## config.mk

```make
export PLATFORM = sky130hd
export DESIGN_NAME = string_literal_escaper
export DESIGN_NICKNAME = d
export VERILOG_FILES = /design/src/rtl/core/sle_pkg.sv /design/src/rtl/core/string_literal_escaper.sv /design/src/rtl/core/sle_classify.sv /design/src/rtl/core/sle_fifo.sv /design/src/rtl/core/sle_emit.sv
export SDC_FILE = /design/constraint.sdc
export NUM_CORES = 1
export LEC_CHECK = 0
export BUFFER_PORTS_ARGS = -buffer_cell sky130_fd_sc_hd__buf_2
export CAP_MARGIN = 30
export CORE_UTILIZATION = 30
export DETAILED_ROUTE_END_ITERATION = 10
export GPL_ROUTABILITY_DRIVEN = 0
export SLEW_MARGIN = 0
export SYNTH_ARGS = -nofsm -noshare
export SYNTH_HDL_FRONTEND = slang
export SYNTH_HIERARCHICAL = 1
export SYNTH_SLANG_ARGS = --single-unit
```

## constraint.sdc

```tcl
create_clock -name clk_i -period 3.2 [get_ports clk_i]
set_input_delay 0.64 -clock clk_i [delete_from_list [all_inputs] [get_ports clk_i]]
set_output_delay 0.64 -clock clk_i [all_outputs]
set_load 0.05 [all_outputs]
```

## src/rtl/core/sle_pkg.sv

```systemverilog
// Shared types, character constants and helper functions for the string
// literal escaper. No dependencies; every other file in rtl/core imports it.
`timescale 1ns / 1ps

package sle_pkg;

  localparam int unsigned CpW              = 21;
  localparam int unsigned FuncW            = 2;
  localparam int unsigned ByteW            = 8;
  localparam int unsigned LenW             = 4;
  localparam int unsigned FifoDepthDefault = 4;

  // Request kinds on the input channel.
  localparam logic [FuncW-1:0] FuncBegin     = 2'd0;
  localparam logic [FuncW-1:0] FuncCodePoint = 2'd1;
  localparam logic [FuncW-1:0] FuncEnd       = 2'd2;

  localparam logic [ByteW-1:0] ChrQuote     = 8'h22;
  localparam logic [ByteW-1:0] ChrBackslash = 8'h5C;
  localparam logic [ByteW-1:0] ChrLowerU    = 8'h75;
  localparam logic [ByteW-1:0] ChrUpperU    = 8'h55;

  localparam logic [CpW-1:0] PrintLow = 21'h00020;
  localparam logic [CpW-1:0] PrintEnd = 21'h0007F;
  localparam logic [CpW-1:0] BmpEnd   = 21'h10000;

  typedef enum logic [1:0] {
    KIND_LIT,   // one byte, taken from the value
    KIND_PAIR,  // backslash, then the byte in the value
    KIND_HEX4,  // backslash, u, four hex digits
    KIND_HEX8   // backslash, U, eight hex digits
  } kind_e;

  typedef struct packed {
    kind_e          kind;
    logic [CpW-1:0] value;
  } desc_t;

  function automatic logic [LenW-1:0] kind_len(input kind_e kind);
    logic [LenW-1:0] len;
    unique case (kind)
      KIND_LIT:  len = 4'd1;
      KIND_PAIR: len = 4'd2;
      KIND_HEX4: len = 4'd6;
      KIND_HEX8: len = 4'd10;
      default:   len = 4'd1;
    endcase
    return len;
  endfunction

  function automatic logic [ByteW-1:0] hex_char(input logic [3:0] nib);
    logic [ByteW-1:0] chr;
    if (nib < 4'd10) begin
      chr = 8'h30 + {4'd0, nib};
    end else begin
      chr = 8'h57 + {4'd0, nib};
    end
    return chr;
  endfunction

endpackage

```

## src/rtl/core/string_literal_escaper.sv

```systemverilog
// Channel | dir | tdata                 | tuser     | tlast
// s_axis  | in  | [20:0] code_point     | [1:0] func| -
// m_axis  | out | [7:0] out_byte        | -         | run_end
//
// A request is taken every cycle while the descriptor queue has room; the
// output side moves one byte per cycle unless the sink stalls; an item is
// 1, 2, 6 or 10 bytes. A byte crosses classifier, queue and output registers.
// Reset clears all valid flags and queue pointers; no clearing pass.
// Either side may stall freely: the queue decouples classifier and emitter.
// Top level of the string literal escaper; depends on sle_pkg, sle_classify,
// sle_fifo and sle_emit.
`timescale 1ns / 1ps

module string_literal_escaper #(
  parameter int unsigned FifoDepth = sle_pkg::FifoDepthDefault
) (
  input  logic        clk_i,
  input  logic        rst_ni,
  input  logic        s_axis_tvalid_i,
  output logic        s_axis_tready_o,
  input  logic [23:0] s_axis_tdata_i,   // [20:0] code_point, [23:21] zero
  input  logic [1:0]  s_axis_tuser_i,   // [1:0] func
  output logic        m_axis_tvalid_o,
  input  logic        m_axis_tready_i,
  output logic [7:0]  m_axis_tdata_o,   // [7:0] out_byte
  output logic        m_axis_tlast_o
);
  import sle_pkg::*;

  logic  push_valid, push_ready;
  desc_t push_desc;
  logic  head_valid, head_pop;
  desc_t head_desc;

  sle_classify u_classify (
    .clk_i        (clk_i),
    .rst_ni       (rst_ni),
    .in_valid_i   (s_axis_tvalid_i),
    .in_ready_o   (s_axis_tready_o),
    .in_func_i    (s_axis_tuser_i),
    .in_cp_i      (s_axis_tdata_i[CpW-1:0]),
    .push_valid_o (push_valid),
    .push_ready_i (push_ready),
    .push_desc_o  (push_desc)
  );

  sle_fifo #(
    .Depth (FifoDepth)
  ) u_fifo (
    .clk_i        (clk_i),
    .rst_ni       (rst_ni),
    .push_valid_i (push_valid),
    .push_ready_o (push_ready),
    .push_desc_i  (push_desc),
    .pop_valid_o  (head_valid),
    .pop_ready_i  (head_pop),
    .pop_desc_o   (head_desc)
  );

  sle_emit u_emit (
    .clk_i        (clk_i),
    .rst_ni       (rst_ni),
    .head_valid_i (head_valid),
    .head_pop_o   (head_pop),
    .head_desc_i  (head_desc),
    .out_valid_o  (m_axis_tvalid_o),
    .out_ready_i  (m_axis_tready_i),
    .out_byte_o   (m_axis_tdata_o),
    .out_last_o   (m_axis_tlast_o)
  );

endmodule

```

## src/rtl/core/sle_classify.sv

```systemverilog
// Front end: accepts requests, sorts each code point into an escape kind and
// holds the resulting descriptor for the queue. Depends on sle_pkg.
`timescale 1ns / 1ps

module sle_classify (
  input  logic                  clk_i,
  input  logic                  rst_ni,
  input  logic                  in_valid_i,
  output logic                  in_ready_o,
  input  logic [1:0]            in_func_i,
  input  logic [20:0]           in_cp_i,
  output logic                  push_valid_o,
  input  logic                  push_ready_i,
  output sle_pkg::desc_t        push_desc_o
);
  import sle_pkg::*;

  logic  valid_q, valid_d;
  desc_t desc_q, desc_d;
  logic  take;
  logic  keep;

  assign in_ready_o = !valid_q || push_ready_i;
  assign take       = in_valid_i && in_ready_o;

  always_comb begin
    desc_d.kind  = KIND_LIT;
    desc_d.value = in_cp_i;
    keep         = 1'b1;
    unique case (in_func_i)
      FuncBegin, FuncEnd: begin
        desc_d.kind  = KIND_LIT;
        desc_d.value = {{(CpW-ByteW){1'b0}}, ChrQuote};
      end
      FuncCodePoint: begin
        priority if (in_cp_i == 21'h08) begin
          desc_d.kind  = KIND_PAIR;
          desc_d.value = 21'h62;
        end else if (in_cp_i == 21'h0C) begin
          desc_d.kind  = KIND_PAIR;
          desc_d.value = 21'h66;
        end else if (in_cp_i == 21'h0A) begin
          desc_d.kind  = KIND_PAIR;
          desc_d.value = 21'h6E;
        end else if (in_cp_i == 21'h0D) begin
          desc_d.kind  = KIND_PAIR;
          desc_d.value = 21'h72;
        end else if (in_cp_i == 21'h09) begin
          desc_d.kind  = KIND_PAIR;
          desc_d.value = 21'h74;
        end else if (in_cp_i == {{(CpW-ByteW){1'b0}}, ChrQuote} ||
                     in_cp_i == {{(CpW-ByteW){1'b0}}, ChrBackslash}) begin
          desc_d.kind = KIND_PAIR;
        end else if (in_cp_i >= PrintLow && in_cp_i < PrintEnd) begin
          desc_d.kind = KIND_LIT;
        end else if (in_cp_i < BmpEnd) begin
          desc_d.kind = KIND_HEX4;
        end else begin
          desc_d.kind = KIND_HEX8;
        end
      end
      default: keep = 1'b0;  // unused selector produces nothing
    endcase
  end

  always_comb begin
    valid_d = valid_q;
    if (take) begin
      valid_d = keep;
    end else if (push_ready_i) begin
      valid_d = 1'b0;
    end
  end

  always_ff @(posedge clk_i or negedge rst_ni) begin
    if (!rst_ni) begin
      valid_q <= 1'b0;
    end else begin
      valid_q <= valid_d;
    end
  end

  always_ff @(posedge clk_i) begin
    if (take) begin
      desc_q <= desc_d;
    end
  end

  assign push_valid_o = valid_q;
  assign push_desc_o  = desc_q;

endmodule

```

## src/rtl/core/sle_fifo.sv

```systemverilog
// Short descriptor queue between the classifier and the byte emitter.
// Depends on sle_pkg for the descriptor type.
`timescale 1ns / 1ps

module sle_fifo #(
  parameter int unsigned Depth = sle_pkg::FifoDepthDefault
) (
  input  logic           clk_i,
  input  logic           rst_ni,
  input  logic           push_valid_i,
  output logic           push_ready_o,
  input  sle_pkg::desc_t push_desc_i,
  output logic           pop_valid_o,
  input  logic           pop_ready_i,
  output sle_pkg::desc_t pop_desc_o
);
  import sle_pkg::*;

  localparam int unsigned PtrW = (Depth > 1) ? $clog2(Depth) : 1;
  localparam int unsigned CntW = $clog2(Depth + 1);

  desc_t           mem_q [Depth];
  logic [PtrW-1:0] wr_ptr_q, wr_ptr_d, rd_ptr_q, rd_ptr_d;
  logic [CntW-1:0] count_q, count_d;
  logic            push, pop;

  assign push_ready_o = count_q != CntW'(Depth);
  assign pop_valid_o  = count_q != '0;
  assign push         = push_valid_i && push_ready_o;
  assign pop          = pop_valid_o && pop_ready_i;
  assign pop_desc_o   = mem_q[rd_ptr_q];

  always_comb begin
    wr_ptr_d = wr_ptr_q;
    rd_ptr_d = rd_ptr_q;
    count_d  = count_q;
    if (push) begin
      wr_ptr_d = (wr_ptr_q == PtrW'(Depth - 1)) ? '0 : wr_ptr_q + 1'b1;
    end
    if (pop) begin
      rd_ptr_d = (rd_ptr_q == PtrW'(Depth - 1)) ? '0 : rd_ptr_q + 1'b1;
    end
    if (push && !pop) begin
      count_d = count_q + 1'b1;
    end else if (pop && !push) begin
      count_d = count_q - 1'b1;
    end
  end

  always_ff @(posedge clk_i or negedge rst_ni) begin
    if (!rst_ni) begin
      wr_ptr_q <= '0;
      rd_ptr_q <= '0;
      count_q  <= '0;
    end else begin
      wr_ptr_q <= wr_ptr_d;
      rd_ptr_q <= rd_ptr_d;
      count_q  <= count_d;
    end
  end

  always_ff @(posedge clk_i) begin
    if (push) begin
      mem_q[wr_ptr_q] <= push_desc_i;
    end
  end

endmodule

```

## src/rtl/core/sle_emit.sv

```systemverilog
// Back end: walks the descriptor at the head of the queue into a registered
// output stage, one byte per cycle unless stalled. Depends on sle_pkg.
`timescale 1ns / 1ps

module sle_emit (
  input  logic           clk_i,
  input  logic           rst_ni,
  input  logic           head_valid_i,
  output logic           head_pop_o,
  input  sle_pkg::desc_t head_desc_i,
  output logic           out_valid_o,
  input  logic           out_ready_i,
  output logic [7:0]     out_byte_o,
  output logic           out_last_o
);
  import sle_pkg::*;

  logic [LenW-1:0]  idx_q, idx_d;
  logic [LenW-1:0]  len;
  logic [LenW-1:0]  pos;
  logic             load;
  logic             last;
  logic [31:0]      val_ext;
  logic [3:0]       nib;
  logic [ByteW-1:0] byte_d;
  logic             valid_q, valid_d;
  logic [ByteW-1:0] byte_q;
  logic             last_q;

  assign len     = kind_len(head_desc_i.kind);
  assign load    = !valid_q || out_ready_i;
  assign last    = idx_q == len - 1'b1;
  assign head_pop_o = load && head_valid_i && last;

  // Hex digits go out most significant first.
  assign pos     = len - 1'b1 - idx_q;
  assign val_ext = {{(32-CpW){1'b0}}, head_desc_i.value};
  assign nib     = 4'(val_ext >> {pos[2:0], 2'b00});

  always_comb begin
    if (idx_q == 4'd0) begin
      byte_d = (head_desc_i.kind == KIND_LIT) ? head_desc_i.value[ByteW-1:0] : ChrBackslash;
    end else if (idx_q == 4'd1) begin
      unique case (head_desc_i.kind)
        KIND_HEX4: byte_d = ChrLowerU;
        KIND_HEX8: byte_d = ChrUpperU;
        default:   byte_d = head_desc_i.value[ByteW-1:0];
      endcase
    end else begin
      byte_d = hex_char(nib);
    end
  end

  always_comb begin
    idx_d   = idx_q;
    valid_d = valid_q;
    if (load) begin
      valid_d = head_valid_i;
      if (head_valid_i) begin
        idx_d = last ? '0 : idx_q + 1'b1;
      end
    end
  end

  always_ff @(posedge clk_i or negedge rst_ni) begin
    if (!rst_ni) begin
      idx_q   <= '0;
      valid_q <= 1'b0;
    end else begin
      idx_q   <= idx_d;
      valid_q <= valid_d;
    end
  end

  always_ff @(posedge clk_i) begin
    if (load && head_valid_i) begin
      byte_q <= byte_d;
      last_q <= last;
    end
  end

  assign out_valid_o = valid_q;
  assign out_byte_o  = byte_q;
  assign out_last_o  = last_q;

endmodule

```

==> impl_results.md <==
* Compound-Gate Fraction of Synth Area at 6.09%
* CP startpoint kind: register
* Worst Path Arrival at 3.20 ns
* CTS H-tree lvls at 4
* Core ar. at 19700 µm²
* RR Startpoint: u_fifo/rd_ptr_q[0]$_DFFE_PN0P_
* Sequential area share after synthesis at 66.1%
* Avg Cell Area, Syn at 16.5 µm²
* Post-synth EDFFs at 124
* Crit path max fanout at 7
* Largest net degree at the start of global routing at 24
* Initial antenna violation count at 0
* Final nets at 480
* Initial Util at 31.0%
* Fin crit share at 95.0%
* Gr ovfl total at 0
* R2R depth at 11
* Critical Path Max Stage Delay at 0.57 ns
* Area leader, netlist: edfxtp_1
* Final Setup Violations at 0
* Die Wd at 145 µm
* Static leakage at 2.54 nW
* Dpl cells at 681
* Clock sink count at 137
* Final Power at 8.03 mW
* Count of cell types in the netlist at 68
* #FFs+latches synth at 137
* Post-route DRC violation count at 0
* Routed len/inst at 16.1 µm
* DRT antenna net count at 0
* Worst hold path class: in -> async
* Vias at 3442
* Adder-cell share of the synthesized area at 2.78%
* Asr flop ratio synth at 9.49%
* Critical Path End Type: register
* Clk Latency, worst-skew pair at 0.42 ns
* DIE AREA at 21000 µm²
* Yosys top cell area share at 60.8%
* DRT Pass-1 Iters at 4
* Reg-to-reg slack, setup at 0.16 ns
* Predominant post-synthesis flop cell: edfxtp_1
* Yosys warns at 6
* Final core occ at 37.2%
* PortBufs at 37
* Area grow syn2layout at 19.8%
* Antenna Diode Count at 0
* Routed wire length at 11500 µm
* Pwr Density at 1100 nW/µm²
* VDD IR-drop max at 0.442 mV
* Tmin final at 3.04 ns
* Slowest CP cell: mux4_2
* Setup Skew at 0.00805 ns
* Non-filler cells, final at 713
* Cell Chain, Critical Path: mux4_2 > nor2_4 > ha_2 > inv_1 > ha_4 > xnor2_4 > xor2_2 > buf_4 > nand2_2 > o2111a_1 > a221o_1
* Max-cap violation count at 0
* Slew headroom at 41.9%
* Top post-synthesis cells by area: edfxtp_1, mux4_2, dfrtp_1
* Placed cell areas at 6730 µm²
* Vias in the first global route at 3440
* Root buf cell: clkbuf_16
* Clock buffer depth at 2
* Hold slack at 0.113 ns
* Die Y at 145 µm
* DRT iter0 DRCs at 206
* Critical R2R Capture: u_emit/out_byte_o[0]$_DFFE_PP_
* Largest family of logic cells by synthesized area: multiplexers
* CTS tree: yes
* Synth Area in XOR/XNOR at 1.41%
* Synthesized net count at 413
* FP Rows at 51
* Post-synthesis mux area share at 11.5%
* Tot GR Track Use at 11.9%
* WS Path Type: reg -> reg
* Clock Pin Slew Worst Setup and Hold Paths at 0.06 ns
* Worst-Margin Slew at 0.871 ns
* Outcome: complete, no violations
* Final Cell Area at 7330 µm²
* Average via count per standard cell at 4.83
* CTS Buf Count at 17
* Num ports at 41
* Highest Clock Rate at 0.329 GHz
* Required time of the critical path at 3.36 ns
* Hpwl dp at 7830 µm
* Global-route wire length before repair at 18100 µm
* Gate Count Post-Synth at 370
* Share of post-route cells with drive strength above 1 at 31.9%
* Pins over their slew limit at 0
* Post-Synth Simple-Gate Area at 9.59%
* Mapped Area at 6120 µm²
* Final Hold Fails at 0
metal layers:
| layer | vias to the layer above | global-route usage, % | routed length [µm] |
|---|---|---|---|
| li1 | 1597 | - | - |
| met3 | 17 | 3.59 | 584 |
| met2 | 101 | 19.1 | 5390 |
| met4 | 0 | 4.65 | 199 |
| met5 | - | 0 | 0 |
| met1 | 1727 | 15.2 | 5340 |
final cells by class:
type | count | area [µm²]
fillers | 1823 | 12400
flip-flops and latches | 137 | 4050
multi-input cells | 207 | 1990
clock buffers | 17 | 425
repair buffers | 63 | 380
well taps | 265 | 332
clock inverters | 13 | 119
inverters | 11 | 41.3
worst max-delay path: cells and delay by family, from the launching register on:
kind | cells | cell delay (ns)
adders and majority gates | 2 | 0.33
DFF | 1 | 0.41
xor gates and xnor gates | 2 | 0.49
and+or+nand+nor | 2 | 0.22
buffers and inverters | 2 | 0.25
muxes | 1 | 0.57
AOI/OAI and AO/OA | 2 | 0.51
logic make-up after synthesis:
kind of cell,count (synthesis)
xor gates and xnor gates,6
DFF,137
AOI/OAI and AO/OA,50
and+or+nand+nor,104
adders and majority gates,13
muxes,34
buffers and inverters,26
cell usage in the layout, fill, tap and decap left out, drive strengths merged, types with 4 or more instances in the layout:
cell / synthesis / final
edfxtp: 124 / 124
buf: 10 / 63
mux4: 27 / 27
and2: 23 / 23
inv: 11 / 18
clkbuf: 5 / 17
nand2: 17 / 17
nor2: 16 / 16
dfrtp: 13 / 13
ha: 12 / 12
o21ai: 11 / 11
nor3: 8 / 8
nand3: 8 / 8
nand2b: 8 / 8
mux2: 6 / 6
a21oi: 6 / 6
nor4: 4 / 4
nor2b: 4 / 4
per-stage QoR:
step           setup TNS [ns]  setup slack (ns)
3_5_place_dp           -0.197           -0.0829
2_1_floorplan          -0.132           -0.0689
4_1_cts                     0            0.0269
6_report                    0             0.160
5_1_grt              -0.00549          -0.00549
3_3_place_gp          -0.0198           -0.0198
synthesized netlist by cell type (all sizes together) (2+ instances only):
library cell and instances:
a211o 3, a211oi 2, a21boi 2, a21o 2
a21oi 6, a221o 2, a221oi 2, a31oi 2
and2 23, buf 10, clkbuf 5, dfrtp 13
edfxtp 124, ha 12, inv 11, mux2 6
mux4 27, nand2 17, nand2b 8, nand3 8
nand3b 2, nand4 2, nand4b 2, nor2 16
nor2b 4, nor3 8, nor3b 2, nor4 4
nor4b 2, o2111ai 2, o211ai 2, o21a 2
o21ai 11, o22ai 2, or3 2, xnor2 3
xor2 3
sequential cells by signal (all words and copies together), names as in the netlist:
signal and count:
u_emit/idx_q 4, u_fifo/wr_ptr_q 2, u_emit/out_byte_o 8, u_fifo/rd_ptr_q 2, u_emit/out_valid_o 1, u_classify/push_desc_o 23, u_classify/push_valid_o 1, u_fifo/count_q 3
u_fifo/mem_q 92, u_emit/out_last_o 1
what timing repair did:
action / CTS / global route
endpoints found under the setup margin: 4 / 5
hold buffers: 0 / 0
hold endpoints to repair: 0 / 0
resized for setup: 2 / 10
buffers inserted: 0 / 2
pin swaps: 0 / 6
report_power, final:
part | total (mW) | internal [mW] | switching (mW)
logic | 3.59 | 1.70 | 1.89
clock network | 1.79 | 1.07 | 0.720
registers | 2.65 | 2.46 | 0.195
worst max path at each step:
stage	startpoint	endpoint	slack, ns	cells after the start
after global routing	u_fifo/rd_ptr_q[0]$_DFFE_PN0P_	u_emit/out_byte_o[0]$_DFFE_PP_	-0.005	11
after global placement	u_fifo/rd_ptr_q[0]$_DFFE_PN0P_	u_emit/out_byte_o[2]$_DFFE_PP_	-0.02	13
after CTS	u_fifo/rd_ptr_q[0]$_DFFE_PN0P_	u_emit/out_byte_o[2]$_DFFE_PP_	0.03	13
after floorplan	u_fifo/rd_ptr_q[0]$_DFFE_PN0P_	u_fifo/count_q[1]$_DFFE_PN0P_	-0.07	12
final	u_fifo/rd_ptr_q[0]$_DFFE_PN0P_	u_emit/out_byte_o[0]$_DFFE_PP_	0.16	11
after detailed placement	u_fifo/rd_ptr_q[0]$_DFFE_PN0P_	u_emit/out_byte_o[2]$_DFFE_PP_	-0.08	13
No activity file was read; power rests on OpenSTA's default activity.
